**config.mk**
```make
export PLATFORM = sky130hd
export DESIGN_NAME = vvpu_csr
export DESIGN_NICKNAME = d
export VERILOG_FILES = /design/src/sv/vvpu_pkg.sv /design/src/sv/vvpu_csr.sv
export SDC_FILE = /design/constraint.sdc
export NUM_CORES = 1
export LEC_CHECK = 0
export BUFFER_PORTS_ARGS = -buffer_cell sky130_fd_sc_hd__buf_4
export CORE_MARGIN = 2
export CORE_UTILIZATION = 32
export CTS_BUF_LIST = sky130_fd_sc_hd__clkbuf_2 sky130_fd_sc_hd__clkbuf_4 sky130_fd_sc_hd__clkbuf_8
export CTS_CLUSTER_DIAMETER = 80
export DETAILED_ROUTE_END_ITERATION = 12
export HOLD_SLACK_MARGIN = 0.15
export PLACE_DENSITY = 0.55
export SLEW_MARGIN = 20
export SYNTH_ARGS = -nofsm -noshare
export SYNTH_HDL_FRONTEND = slang
export SYNTH_SLANG_ARGS = --single-unit
export TNS_END_PERCENT = 5
```
**constraint.sdc**
```tcl
create_clock -name clock -period 2.2 [get_ports clock]
set_clock_uncertainty 0.15 [all_clocks]
set_input_delay 0.44 -clock clock [delete_from_list [all_inputs] [get_ports clock]]
set_output_delay 0.44 -clock clock [all_outputs]
set_load 0.005 [all_outputs]
```
**src/sv/vvpu_pkg.sv**
```systemverilog
// Shared types, register indexes, operation codes and helpers for the velocity Verlet update.
// Used by the interfaces' users, the register file, the controller, the datapath and the checker.
// Depends on nothing.
package vvpu_pkg;

   localparam int DATA_W     = 32;
   localparam int ENERGY_W   = 63;
   localparam int NUM_MASS   = 3;
   localparam int CSR_ADDR_W = 5;

   // Register indexes, byte address is four times the index.
   localparam logic [2:0] REG_TIME_STEP      = 3'd0;
   localparam logic [2:0] REG_MASS_KIND0     = 3'd1;
   localparam logic [2:0] REG_MASS_KIND1     = 3'd2;
   localparam logic [2:0] REG_MASS_KIND2     = 3'd3;
   localparam logic [2:0] REG_INV_MASS_KIND0 = 3'd4;
   localparam logic [2:0] REG_INV_MASS_KIND1 = 3'd5;
   localparam logic [2:0] REG_INV_MASS_KIND2 = 3'd6;

   localparam logic [1:0] OP_KICK_DRIFT  = 2'd0;
   localparam logic [1:0] OP_KICK_ENERGY = 2'd1;
   localparam logic [1:0] OP_CLEAR       = 2'd2;

   localparam logic [31:0]         MASS_RESET = 32'h0001_0000;
   localparam logic [ENERGY_W-1:0] ENERGY_MAX = '1;

   typedef enum logic [2:0] {
      MUL_NONE,
      MUL_F_INV,
      MUL_P_DT,
      MUL_V_DT,
      MUL_V_SQ,
      MUL_M_HI,
      MUL_M_LO
   } mul_sel_type;

   typedef enum logic [3:0] {
      WB_NONE,
      WB_P,
      WB_V,
      WB_X,
      WB_SQ,
      WB_HI,
      WB_E,
      WB_ACC,
      WB_CLR
   } wb_sel_type;

   typedef struct packed {
      logic        capture;
      logic        out_load;
      logic [1:0]  axis;
      mul_sel_type mul_sel;
      wb_sel_type  wb_sel;
   } cmd_type;

   typedef struct packed {
      logic [31:0]                 time_step;
      logic [NUM_MASS-1:0][31:0]   mass;
      logic [NUM_MASS-1:0][31:0]   inv_mass;
   } cfg_type;

   typedef struct packed {
      logic [1:0]         op;
      logic [1:0]         kind;
      logic               last_of_pass;
      logic signed [31:0] force_x;
      logic signed [31:0] force_y;
      logic signed [31:0] force_z;
      logic signed [31:0] vel_x;
      logic signed [31:0] vel_y;
      logic signed [31:0] vel_z;
      logic signed [31:0] pos_x;
      logic signed [31:0] pos_y;
      logic signed [31:0] pos_z;
   } req_data_type;

   typedef struct packed {
      logic signed [31:0]  new_vel_x;
      logic signed [31:0]  new_vel_y;
      logic signed [31:0]  new_vel_z;
      logic signed [31:0]  new_pos_x;
      logic signed [31:0]  new_pos_y;
      logic signed [31:0]  new_pos_z;
      logic [ENERGY_W-1:0] kind_energy;
      logic                pass_done;
   } rsp_data_type;

   function automatic logic signed [31:0] sat32(input logic signed [65:0] x);
      if (x > 66'sd2147483647) begin
         return 32'sh7FFF_FFFF;
      end else if (x < -66'sd2147483648) begin
         return 32'sh8000_0000;
      end else begin
         return x[31:0];
      end
   endfunction

endpackage

```
**src/sv/vvpu_csr.sv**
```systemverilog
// APB-style register file: time step, masses and reciprocal masses of the three kinds.
// Depends on vvpu_pkg.
module vvpu_csr (
   input  logic                               clock,
   input  logic                               reset,
   input  logic                               psel,
   input  logic                               penable,
   input  logic                               pwrite,
   input  logic [vvpu_pkg::CSR_ADDR_W-1:0]    paddr,
   input  logic [31:0]                        pwdata,
   output logic [31:0]                        prdata,
   output vvpu_pkg::cfg_type                  cfg
);
   import vvpu_pkg::*;

   cfg_type    cfg_ff;
   logic       write_en;
   logic [2:0] reg_idx;

   assign write_en = psel && penable && pwrite;
   assign reg_idx  = paddr[CSR_ADDR_W-1:2];
   assign cfg      = cfg_ff;

   always_ff @(posedge clock) begin
      if (reset) begin
         cfg_ff.time_step <= '0;
         cfg_ff.mass      <= {NUM_MASS{MASS_RESET}};
         cfg_ff.inv_mass  <= {NUM_MASS{MASS_RESET}};
      end else if (write_en) begin
         case (reg_idx)
            REG_TIME_STEP:      cfg_ff.time_step   <= pwdata;
            REG_MASS_KIND0:     cfg_ff.mass[0]     <= pwdata;
            REG_MASS_KIND1:     cfg_ff.mass[1]     <= pwdata;
            REG_MASS_KIND2:     cfg_ff.mass[2]     <= pwdata;
            REG_INV_MASS_KIND0: cfg_ff.inv_mass[0] <= pwdata;
            REG_INV_MASS_KIND1: cfg_ff.inv_mass[1] <= pwdata;
            REG_INV_MASS_KIND2: cfg_ff.inv_mass[2] <= pwdata;
            default: begin
            end
         endcase
      end
   end

   always_comb begin
      case (reg_idx)
         REG_TIME_STEP:      prdata = cfg_ff.time_step;
         REG_MASS_KIND0:     prdata = cfg_ff.mass[0];
         REG_MASS_KIND1:     prdata = cfg_ff.mass[1];
         REG_MASS_KIND2:     prdata = cfg_ff.mass[2];
         REG_INV_MASS_KIND0: prdata = cfg_ff.inv_mass[0];
         REG_INV_MASS_KIND1: prdata = cfg_ff.inv_mass[1];
         REG_INV_MASS_KIND2: prdata = cfg_ff.inv_mass[2];
         default:            prdata = '0;
      endcase
   end

endmodule

```
==> results.toml <==
[status]
status = "finished with violations"
violations = "negative setup slack"

[placement]
portBuffers = 295
post-place-cells = 1725
routabilityCongestion = 0.760
place_hpwl_mm = 25.5
place_area_sq_um = 13800
dp_slack_ps = -166

[synthesis]
synth_cell_types = 27
post-synth-top-area-fraction_pct = 42.5
synth_nets = 1036
async_flop_share_pct = 0
synth-edff-count = 0
synth_seq_cells = 224
synth_cells = 994
yosysMostFrequentCell = "mux2i_1"
synthTopCellsByCount = "mux2i_1 (296), nand2b_1 (251), dfxtp_1 (224)"
ys_seq_area_share_pct = 42.5
synth_top_area_cell = "dfxtp_1"
synth_area_sq_um = 10500
ys_warn_count = 0
synth_area_leaders = "dfxtp_1 (43%), mux2i_1 (28%), nand2b_1 (15%)"
avgSynthCellArea_sq_um = 10.6
synthFlopType = "dfxtp_1"

[layout]
antenna-diode-count = 0
area_growth_pct = 42.1
instances_no_fill = 1803
final_core_util_pct = 46.2
design_area_sq_um = 15000
fill_cells = 3172
largest_register_ffs = 224
drive_gt1_share_pct = 43.3
num-nets-final = 1376

[clock_tree]
cts_max_path_buffers = 3
cts_inserted_buffers = 44
cts.sinks = 224
path_clk_slew_ps = 60
clkLatencyLatePin_ps = 530
cts_root_buffer = "clkbuf_8"
cts_tree = "yes"
h-tree-depth = 2

[setup_path]
cp-start-kind = "flop"
crit_fanout = 2
critical_path.top_delay_family = "multiplexers"
r2r_end = "cfg[145]$_SDFFE_PP0P_"
required_ps = 1610
cp.arrival_ps = 1730
cp_cell_sequence = "mux4_2 -> mux2_4 -> buf_6"
worstSetupEndpointType = "output pin"
max_stage_delay_ps = 460
crit_type = "flop to output pin"
r2r_setup_slack_ps = 1350
reg2reg_depth = 3
cp_slowest_cell = "mux4_2"
rr_startpoint = "cfg[145]$_SDFFE_PP0P_"
path_buf_inv = 1

[timing]
setup_ws_ps = -116
timing.final.hold_violations = 0
finalCritPeriodShare_pct = 105
finalSetupTns_ps = -120
hold_slack_ps = 174
max_freq_mhz = 432
slew_violations = 0
maxSlewHeadroom_pct = 71.7
setup_violations = 2
min_period_ps = 2320
grt_setup_unrepaired = "true"
worstMarginPinSlew_ps = 422

[die]
die_area_sq_um = 34400
die_x_um = 186
die_y_um = 186
start_util_pct = 32.5
pin_count = 298
core_sq_um = 32500
rows = 66

[power_and_ir_drop]
swShare_pct = 24.5
p_sw_mw = 2.24
power_frac_comb_pct = 9.1
pwr-share-clk_pct = 46.0
leakage_nw = 7.40
seqPwrFrac_pct = 45.0
p_per_area_nw_per_um2 = 611
p_total_mw = 9.15
ir_worst_vdd_uv = 456
internal_power_mw = 6.91

[grt]
grtUsageTotal_pct = 21.1
grt_max_degree = 47
first_global_vias = 9011
gr-total-overflow = 0
use_met3_pct = 5.89
grt_most_used_layer = "met2"
use_met2_pct = 34.4
grt_pass1_wl_mm = 55.2
gr-usage-met1_pct = 27.2
antenna_found_initial = 0

[detailed_routing]
wl_per_cell_um = 20.6
wl_mm = 37.1
drtAntennaViolNets = 0
vias = 8732
drt_iter0_markers = 320
vias_per_cell = 4.84
drcViolationCount = 0
drtPass1Iterations = 4

[hold_path]
hp-start = "pwdata[18]"
hp-class = "input port to flop"
holdPathStages = 3
min_to = "cfg[178]$_SDFFE_PP0P_"

[flow_run]
maxCapViolCount = 0
[cell usage in the layout (no fill, tap or decap), drive strengths merged, types with 3 or more instances in the layout]
cell | netlist | routed
a32oi | 11 | 11
a221oi | 20 | 20
buf | 37 | 372
a2bb2oi | 11 | 11
clkinv | 0 | 3
mux2i | 296 | 296
dfxtp | 224 | 224
inv | 20 | 20
nand2 | 17 | 17
o221a | 20 | 20
nand2b | 251 | 251
clkbuf | 43 | 68
mux2 | 12 | 12
o211ai | 11 | 11
nor2 | 9 | 9
nor2b | 4 | 4
[worst min-delay path, delay by kind of cell]
family	cells	cell delay, ps
multiplexers	1	160
AND/OR/NAND/NOR	1	160
buffers and inverters	1	70
[logic make-up (layout without fill, tap and decap cells)]
family                 count (synthesis)  after routing  synth area share, %
and+or+nand+nor                      287            287                 16.6
buffers and inverters                100            467                 4.81
muxes                                309            309                 29.6
DFF                                  224            224                 42.5
AOI/OAI and AO/OA                     74             74                 6.49
[area by class of cell]
type,count,area (sq um),share of cell area [%]
inverters,20,75.1,0.501
clock inverters,5,30.0,0.200
clock buffers,68,842,5.62
multi-input cells,670,5770,38.5
flip-flops and latches,224,4570,30.5
well taps,442,553,3.69
repair buffers,374,3130,20.9
[worst max path at each step]
stage,start,end,slack (ps),cells past startpoint
6_report,cfg[177]$_SDFFE_PP0P_,prdata[17],-120,3
5_1_grt,cfg[177]$_SDFFE_PP0P_,prdata[17],-180,3
4_1_cts,cfg[177]$_SDFFE_PP0P_,prdata[17],-150,3
3_5_place_dp,paddr[4],prdata[29],-170,6
3_3_place_gp,paddr[4],prdata[29],-160,6
2_1_floorplan,paddr[3],prdata[10],170,5
[timing repair]
item,in CTS,in global routing
hold buffers,2,0
setup endpoints to repair,30,32
resized for setup,85,32
pin swaps,9,16
buffers inserted,2,1
hold endpoints to repair,8,0
[power groups by stage]
stage,clock network [mW],registers (mW),logic (mW)
2_1_floorplan,0,4.20,0.402
3_3_place_gp,0,4.20,0.795
3_5_place_dp,0,4.20,0.797
4_1_cts,4.32,4.12,0.829
5_1_grt,4.53,4.12,0.881
6_report,4.21,4.12,0.831
[metal layers]
| layer | vias to the layer above | wire length, um |
|---|---|---|
| li1 | 4154 | - |
| met1 | 4239 | 16500 |
| met2 | 275 | 16900 |
| met3 | 64 | 2840 |
| met4 | 0 | 844 |
| met5 | - | 0 |
(Power assumes the default switching activity.)
