==> src/sv/vvpu_pkg.sv <==
// Shared types, register indexes, operation codes and helpers for the velocity Verlet update.
// Used by the interfaces' users, the register file, the controller, the datapath and the checker.
// Depends on nothing.
package vvpu_pkg;

   localparam int DATA_W     = 32;
   localparam int ENERGY_W   = 63;
   localparam int NUM_MASS   = 3;
   localparam int CSR_ADDR_W = 5;

   // Register indexes, byte address is four times the index.
   localparam logic [2:0] REG_TIME_STEP      = 3'd0;
   localparam logic [2:0] REG_MASS_KIND0     = 3'd1;
   localparam logic [2:0] REG_MASS_KIND1     = 3'd2;
   localparam logic [2:0] REG_MASS_KIND2     = 3'd3;
   localparam logic [2:0] REG_INV_MASS_KIND0 = 3'd4;
   localparam logic [2:0] REG_INV_MASS_KIND1 = 3'd5;
   localparam logic [2:0] REG_INV_MASS_KIND2 = 3'd6;

   localparam logic [1:0] OP_KICK_DRIFT  = 2'd0;
   localparam logic [1:0] OP_KICK_ENERGY = 2'd1;
   localparam logic [1:0] OP_CLEAR       = 2'd2;

   localparam logic [31:0]         MASS_RESET = 32'h0001_0000;
   localparam logic [ENERGY_W-1:0] ENERGY_MAX = '1;

   typedef enum logic [2:0] {
      MUL_NONE,
      MUL_F_INV,
      MUL_P_DT,
      MUL_V_DT,
      MUL_V_SQ,
      MUL_M_HI,
      MUL_M_LO
   } mul_sel_type;

   typedef enum logic [3:0] {
      WB_NONE,
      WB_P,
      WB_V,
      WB_X,
      WB_SQ,
      WB_HI,
      WB_E,
      WB_ACC,
      WB_CLR
   } wb_sel_type;

   typedef struct packed {
      logic        capture;
      logic        out_load;
      logic [1:0]  axis;
      mul_sel_type mul_sel;
      wb_sel_type  wb_sel;
   } cmd_type;

   typedef struct packed {
      logic [31:0]                 time_step;
      logic [NUM_MASS-1:0][31:0]   mass;
      logic [NUM_MASS-1:0][31:0]   inv_mass;
   } cfg_type;

   typedef struct packed {
      logic [1:0]         op;
      logic [1:0]         kind;
      logic               last_of_pass;
      logic signed [31:0] force_x;
      logic signed [31:0] force_y;
      logic signed [31:0] force_z;
      logic signed [31:0] vel_x;
      logic signed [31:0] vel_y;
      logic signed [31:0] vel_z;
      logic signed [31:0] pos_x;
      logic signed [31:0] pos_y;
      logic signed [31:0] pos_z;
   } req_data_type;

   typedef struct packed {
      logic signed [31:0]  new_vel_x;
      logic signed [31:0]  new_vel_y;
      logic signed [31:0]  new_vel_z;
      logic signed [31:0]  new_pos_x;
      logic signed [31:0]  new_pos_y;
      logic signed [31:0]  new_pos_z;
      logic [ENERGY_W-1:0] kind_energy;
      logic                pass_done;
   } rsp_data_type;

   function automatic logic signed [31:0] sat32(input logic signed [65:0] x);
      if (x > 66'sd2147483647) begin
         return 32'sh7FFF_FFFF;
      end else if (x < -66'sd2147483648) begin
         return 32'sh8000_0000;
      end else begin
         return x[31:0];
      end
   endfunction

endpackage

==> src/sv/vvpu_ctrl.sv <==
// Sequencer for the velocity Verlet update: walks the three axes through the shared multiplier.
// Issues one command word per cycle to the datapath. Depends on vvpu_pkg.
module vvpu_ctrl (
   input  logic              clock,
   input  logic              reset,
   input  logic              req_valid,
   input  logic [1:0]        req_op,
   output logic              req_ready,
   output logic              rsp_valid,
   input  logic              rsp_ready,
   output vvpu_pkg::cmd_type cmd
);
   import vvpu_pkg::*;

   typedef enum logic [13:0] {
      ST_IDLE   = 14'b00_0000_0000_0001,
      ST_P_MUL  = 14'b00_0000_0000_0010,
      ST_P_WB   = 14'b00_0000_0000_0100,
      ST_K_MUL  = 14'b00_0000_0000_1000,
      ST_K_WB   = 14'b00_0000_0001_0000,
      ST_D_MUL  = 14'b00_0000_0010_0000,
      ST_D_WB   = 14'b00_0000_0100_0000,
      ST_SQ_MUL = 14'b00_0000_1000_0000,
      ST_HI_MUL = 14'b00_0001_0000_0000,
      ST_LO_MUL = 14'b00_0010_0000_0000,
      ST_E_WB   = 14'b00_0100_0000_0000,
      ST_ACC_WB = 14'b00_1000_0000_0000,
      ST_CLR    = 14'b01_0000_0000_0000,
      ST_DONE   = 14'b10_0000_0000_0000
   } state_type;

   state_type  state_ff, state_in;
   logic [1:0] axis_ff, axis_in;
   logic [1:0] op_ff, op_in;
   logic       rsp_valid_ff, rsp_valid_in;

   assign rsp_valid = rsp_valid_ff;

   always_comb begin
      state_in    = state_ff;
      axis_in     = axis_ff;
      op_in       = op_ff;
      req_ready   = 1'b0;
      cmd         = '0;
      cmd.axis    = axis_ff;
      cmd.mul_sel = MUL_NONE;
      cmd.wb_sel  = WB_NONE;

      case (state_ff)
         ST_IDLE: begin
            req_ready = 1'b1;
            if (req_valid) begin
               cmd.capture = 1'b1;
               op_in       = req_op;
               axis_in     = 2'd0;
               case (req_op)
                  OP_KICK_DRIFT:  state_in = ST_P_MUL;
                  OP_KICK_ENERGY: state_in = ST_P_MUL;
                  OP_CLEAR:       state_in = ST_CLR;
                  default:        state_in = ST_DONE;
               endcase
            end
         end
         ST_P_MUL: begin
            cmd.mul_sel = MUL_F_INV;
            state_in    = ST_P_WB;
         end
         ST_P_WB: begin
            cmd.wb_sel = WB_P;
            state_in   = ST_K_MUL;
         end
         ST_K_MUL: begin
            cmd.mul_sel = MUL_P_DT;
            state_in    = ST_K_WB;
         end
         ST_K_WB: begin
            cmd.wb_sel = WB_V;
            state_in   = (op_ff == OP_KICK_DRIFT) ? ST_D_MUL : ST_SQ_MUL;
         end
         ST_D_MUL: begin
            cmd.mul_sel = MUL_V_DT;
            state_in    = ST_D_WB;
         end
         ST_D_WB: begin
            cmd.wb_sel = WB_X;
            if (axis_ff == 2'd2) begin
               state_in = ST_DONE;
            end else begin
               axis_in  = axis_ff + 2'd1;
               state_in = ST_P_MUL;
            end
         end
         ST_SQ_MUL: begin
            cmd.mul_sel = MUL_V_SQ;
            state_in    = ST_HI_MUL;
         end
         // The square still sits in the product register here: its upper half feeds
         // the multiplier while its lower half is saved for the next product.
         ST_HI_MUL: begin
            cmd.mul_sel = MUL_M_HI;
            cmd.wb_sel  = WB_SQ;
            state_in    = ST_LO_MUL;
         end
         ST_LO_MUL: begin
            cmd.mul_sel = MUL_M_LO;
            cmd.wb_sel  = WB_HI;
            state_in    = ST_E_WB;
         end
         ST_E_WB: begin
            cmd.wb_sel = WB_E;
            state_in   = ST_ACC_WB;
         end
         ST_ACC_WB: begin
            cmd.wb_sel = WB_ACC;
            if (axis_ff == 2'd2) begin
               state_in = ST_DONE;
            end else begin
               axis_in  = axis_ff + 2'd1;
               state_in = ST_P_MUL;
            end
         end
         ST_CLR: begin
            cmd.wb_sel = WB_CLR;
            state_in   = ST_DONE;
         end
         ST_DONE: begin
            if (!rsp_valid_ff || rsp_ready) begin
               cmd.out_load = 1'b1;
               state_in     = ST_IDLE;
            end
         end
         default: begin
            state_in = ST_IDLE;
         end
      endcase

      rsp_valid_in = (rsp_valid_ff && !rsp_ready) || cmd.out_load;
   end

   always_ff @(posedge clock) begin
      if (reset) begin
         state_ff     <= ST_IDLE;
         axis_ff      <= 2'd0;
         op_ff        <= OP_KICK_DRIFT;
         rsp_valid_ff <= 1'b0;
      end else begin
         state_ff     <= state_in;
         axis_ff      <= axis_in;
         op_ff        <= op_in;
         rsp_valid_ff <= rsp_valid_in;
      end
   end

endmodule

==> config.mk <==
export PLATFORM = sky130hd
export DESIGN_NAME = vvpu_ctrl
export DESIGN_NICKNAME = d
export VERILOG_FILES = /design/src/sv/vvpu_pkg.sv /design/src/sv/vvpu_ctrl.sv
export SDC_FILE = /design/constraint.sdc
export NUM_CORES = 1
export LEC_CHECK = 0
export ABC_AREA = 1
export BUFFER_PORTS_ARGS = -buffer_cell sky130_fd_sc_hd__clkbuf_2
export CAP_MARGIN = 20
export CORE_ASPECT_RATIO = 1.25
export CORE_UTILIZATION = 55
export CTS_CLUSTER_SIZE = 8
export DETAILED_ROUTE_END_ITERATION = 12
export GPL_ROUTABILITY_DRIVEN = 0
export GPL_TIMING_DRIVEN = 0
export HOLD_SLACK_MARGIN = 0.06
export PLACE_DENSITY_LB_ADDON = 0.12
export RECOVER_POWER = 100
export SETUP_SLACK_MARGIN = 0.05
export SYNTH_ARGS = -nofsm -noshare
export SYNTH_HDL_FRONTEND = slang
export SYNTH_SLANG_ARGS = --single-unit
==> constraint.sdc <==
create_clock -name clock -period 2.9 [get_ports clock]
set_input_delay 0.29 -clock clock [delete_from_list [all_inputs] [get_ports clock]]
set_output_delay 0.29 -clock clock [all_outputs]
set_load 0.05 [all_outputs]
==> run summary <==
Die X: 43.2 um
Initial Util: 0.588
post-route cell area: 0.00127 mm2
Primary FF master, synth: dfxtp_1
Slowest-stage cell, CP: clkbuf_1
Tightest Pin Transition: 0.591 ns
Post-synth EDFFs: 0
layout cells sized above 1: 0.189
outcome: finished clean
I/O Buffers: 18
post-DP HPWL: 1920 um
Setup CP Type: reg2out
Total Routed Length: 2420 um
clock latency on the worst-skew pair: 0.31 ns
FFs w/ async S/R, synth: 0
final net count: 204
PD cells: 546 mW/mm2
initial antenna violation count: 0
Max VDD drop: 0.000331 V
Total GRT Usage: 0.239
Post-DRT Antenna Nets: 0
Fin Setup TNS: 0 ns
pre-CTS setup slack: 1.17 ns
Initial DRC Count: 35
worst setup margin: 0.472 ns
CTS Sinks: 19
drt pass-1 iters: 4
Syn Std Cell Area: 0.00116 mm2
Final Hold Vio Count: 0
maxcap violations: 0
CP Capture Type: output port
Yosys reg bits: 19
grt ovf: 0
Largest stage delay, worst path: 0.47 ns
number of CTS-inserted buffers: 3
Netlist cell types: 24
Post-CTS Hold Buffers: 0
Mapped Cells: 174
CP Launch Type: flip-flop
Worst slew margin: 0.608
Antenna diodes: 0
number of cell rows: 18
WL/cell: 11.2 um
CTS HTree Levels: 1
RSZ-0062 raised after global routing: no
area of the die: 0.00231 mm2
WP data required: 2.61 ns
Crit Path Max Fanout: 6
Post-CTS Resized: 0
CTS Root Cell: clkbuf_4
first-pass GRT wire length: 4110 um
Core Area: 0.00198 mm2
largest net degree at the start of global routing: 11
Tmin final: 2.43 ns
Post-Syn Nets: 181
maximum operating frequency: 412 MHz
Clock Skew: 0.00230 ns
maximum buffer depth of the clock tree: 2
multi-input logic area: 626 um2
P_leak: 0.728 nW
Final period util: 0.837
Area growth, synth to finish: 9.24%
post-CTS setup buffers: 0
sequential-to-total area share from yosys stat: 0.327
Final Setup Violations: 0
Boundary Pins: 19
DR vias: 1134
Pins Over Slew Limit: 0
Fillers: 199
Cell Chain, Critical Path: nor2_1, nand2_2, nor2_1, nand2_2, nand2_4, inv_2, nand3_1, clkbuf_1
Yosys warning count: 0
Via density: 5.25
Arrival @ worst endpoint: 2.14 ns
DP Area: 0.00128 mm2
Avg Inst Size Synth: 6.69 um2
DR DRC count: 0
clock transition at the registers of the reported paths: 0.11 ns
die height: 53.5 um
HP Class: in2reg
vias in the first global route: 998
storage element area: 380 um2
CTS tree: done
==> kinds of logic (layout without fill, tap and decap cells) <==
kind of cell / Yosys count / count (layout) / synth area share
compound gates: 12 / 12 / 0.0591
flops: 19 / 19 / 0.327
buf+inv: 35 / 57 / 0.117
simple gates: 107 / 107 / 0.487
fa+ha+maj: 1 / 1 / 0.0107
==> path summary, 6_finish.rpt <==
path | cells past startpoint | slack, ns | from | to
min reg2reg | 1 | 0.42 | op_ff[0]$_SDFFE_PP0P_ | state_ff[5]$_SDFFE_PP0P_
max | 8 | 0.47 | state_ff[9]$_SDFFE_PP0P_ | cmd[0]
min | 2 | 0.16 | req_op[0] | state_ff[12]$_SDFFE_PP0P_
max reg2reg | 10 | 1.03 | state_ff[9]$_SDFFE_PP0P_ | state_ff[3]$_SDFFE_PP0P_
==> cells in the mapped netlist, types with 4 or more instances <==
master   instances  area (um2)
nand2_1         33         124
inv_1           29         109
inv_2            4        15.0
o21ai_0          4        20.0
nor2_1          25        93.8
nand2_2          5        31.3
a21oi_1          5        25.0
nand3_1         13        65.1
nand4_1          8        50.1
nor2_2           8        50.1
nand2_4          5        56.3
dfxtp_1         19         380
==> critical path: cells and delay by family (launching register included) <==
kind,cells,cell delay (ns)
buf+inv,2,0.53
simple gates,6,0.96
flops,1,0.34
==> power breakdown <==
group / internal, W / leakage (nW) / switching (W)
clock: 0.0000539 / 0.0150 / 0.0000879
sequential: 0.000281 / 0.154 / 0.0000121
combinational: 0.0000679 / 0.559 / 0.000192
total: 0.000403 / 0.728 / 0.000292
==> layout by cell type (no fill, tap or decap), types with 3 or more instances in the layout <==
| master | n |
|---|---|
| nand4_1 | 8 |
| clkbuf_2 | 9 |
| clkbuf_4 | 3 |
| nand2_4 | 5 |
| nand3_1 | 15 |
| nor2_2 | 7 |
| inv_1 | 31 |
| a21oi_1 | 5 |
| nor2_1 | 27 |
| nand2_2 | 4 |
| nand2_1 | 34 |
| clkbuf_1 | 10 |
| o21ai_0 | 4 |
| dfxtp_1 | 19 |
==> flip-flops by register name, summed over array words and instances, names as in the netlist <==
| register | cells |
|---|---|
| axis_ff | 2 |
| op_ff | 2 |
| rsp_valid | 1 |
| state_ff | 14 |
==> cell type report <==
type                            instances  share of cell area
Multi-Input combinational cell        120               0.492
Sequential cell                        19               0.299
Inverter                               33              0.0973
Timing Repair Buffer                   18              0.0619
Clock buffer                            4              0.0206
Tap cell                               20              0.0197
Buffer                                  2             0.00983
==> per-stage QoR <==
stage	total power, W	hold WS, ns	cells	util
after floorplan	0.000521	0.359	174	-
after CTS	0.000706	0.169	216	0.659
after detailed placement	0.000572	0.406	212	0.646
after global placement	0.000567	0.405	212	0.646
after global routing	0.000741	0.144	216	0.642
final	0.000695	0.159	216	0.642
==> layer usage <==
layer	share of wire	track usage	routed length [um]	vias to the layer above
li1	-	-	-	589
met1	0.44	0.285	1070	517
met2	0.50	0.396	1220	20
met3	0.032	0.0512	78	8
met4	0.023	0.131	56	0
met5	0	0	0	-
(Power assumes the default switching activity.)
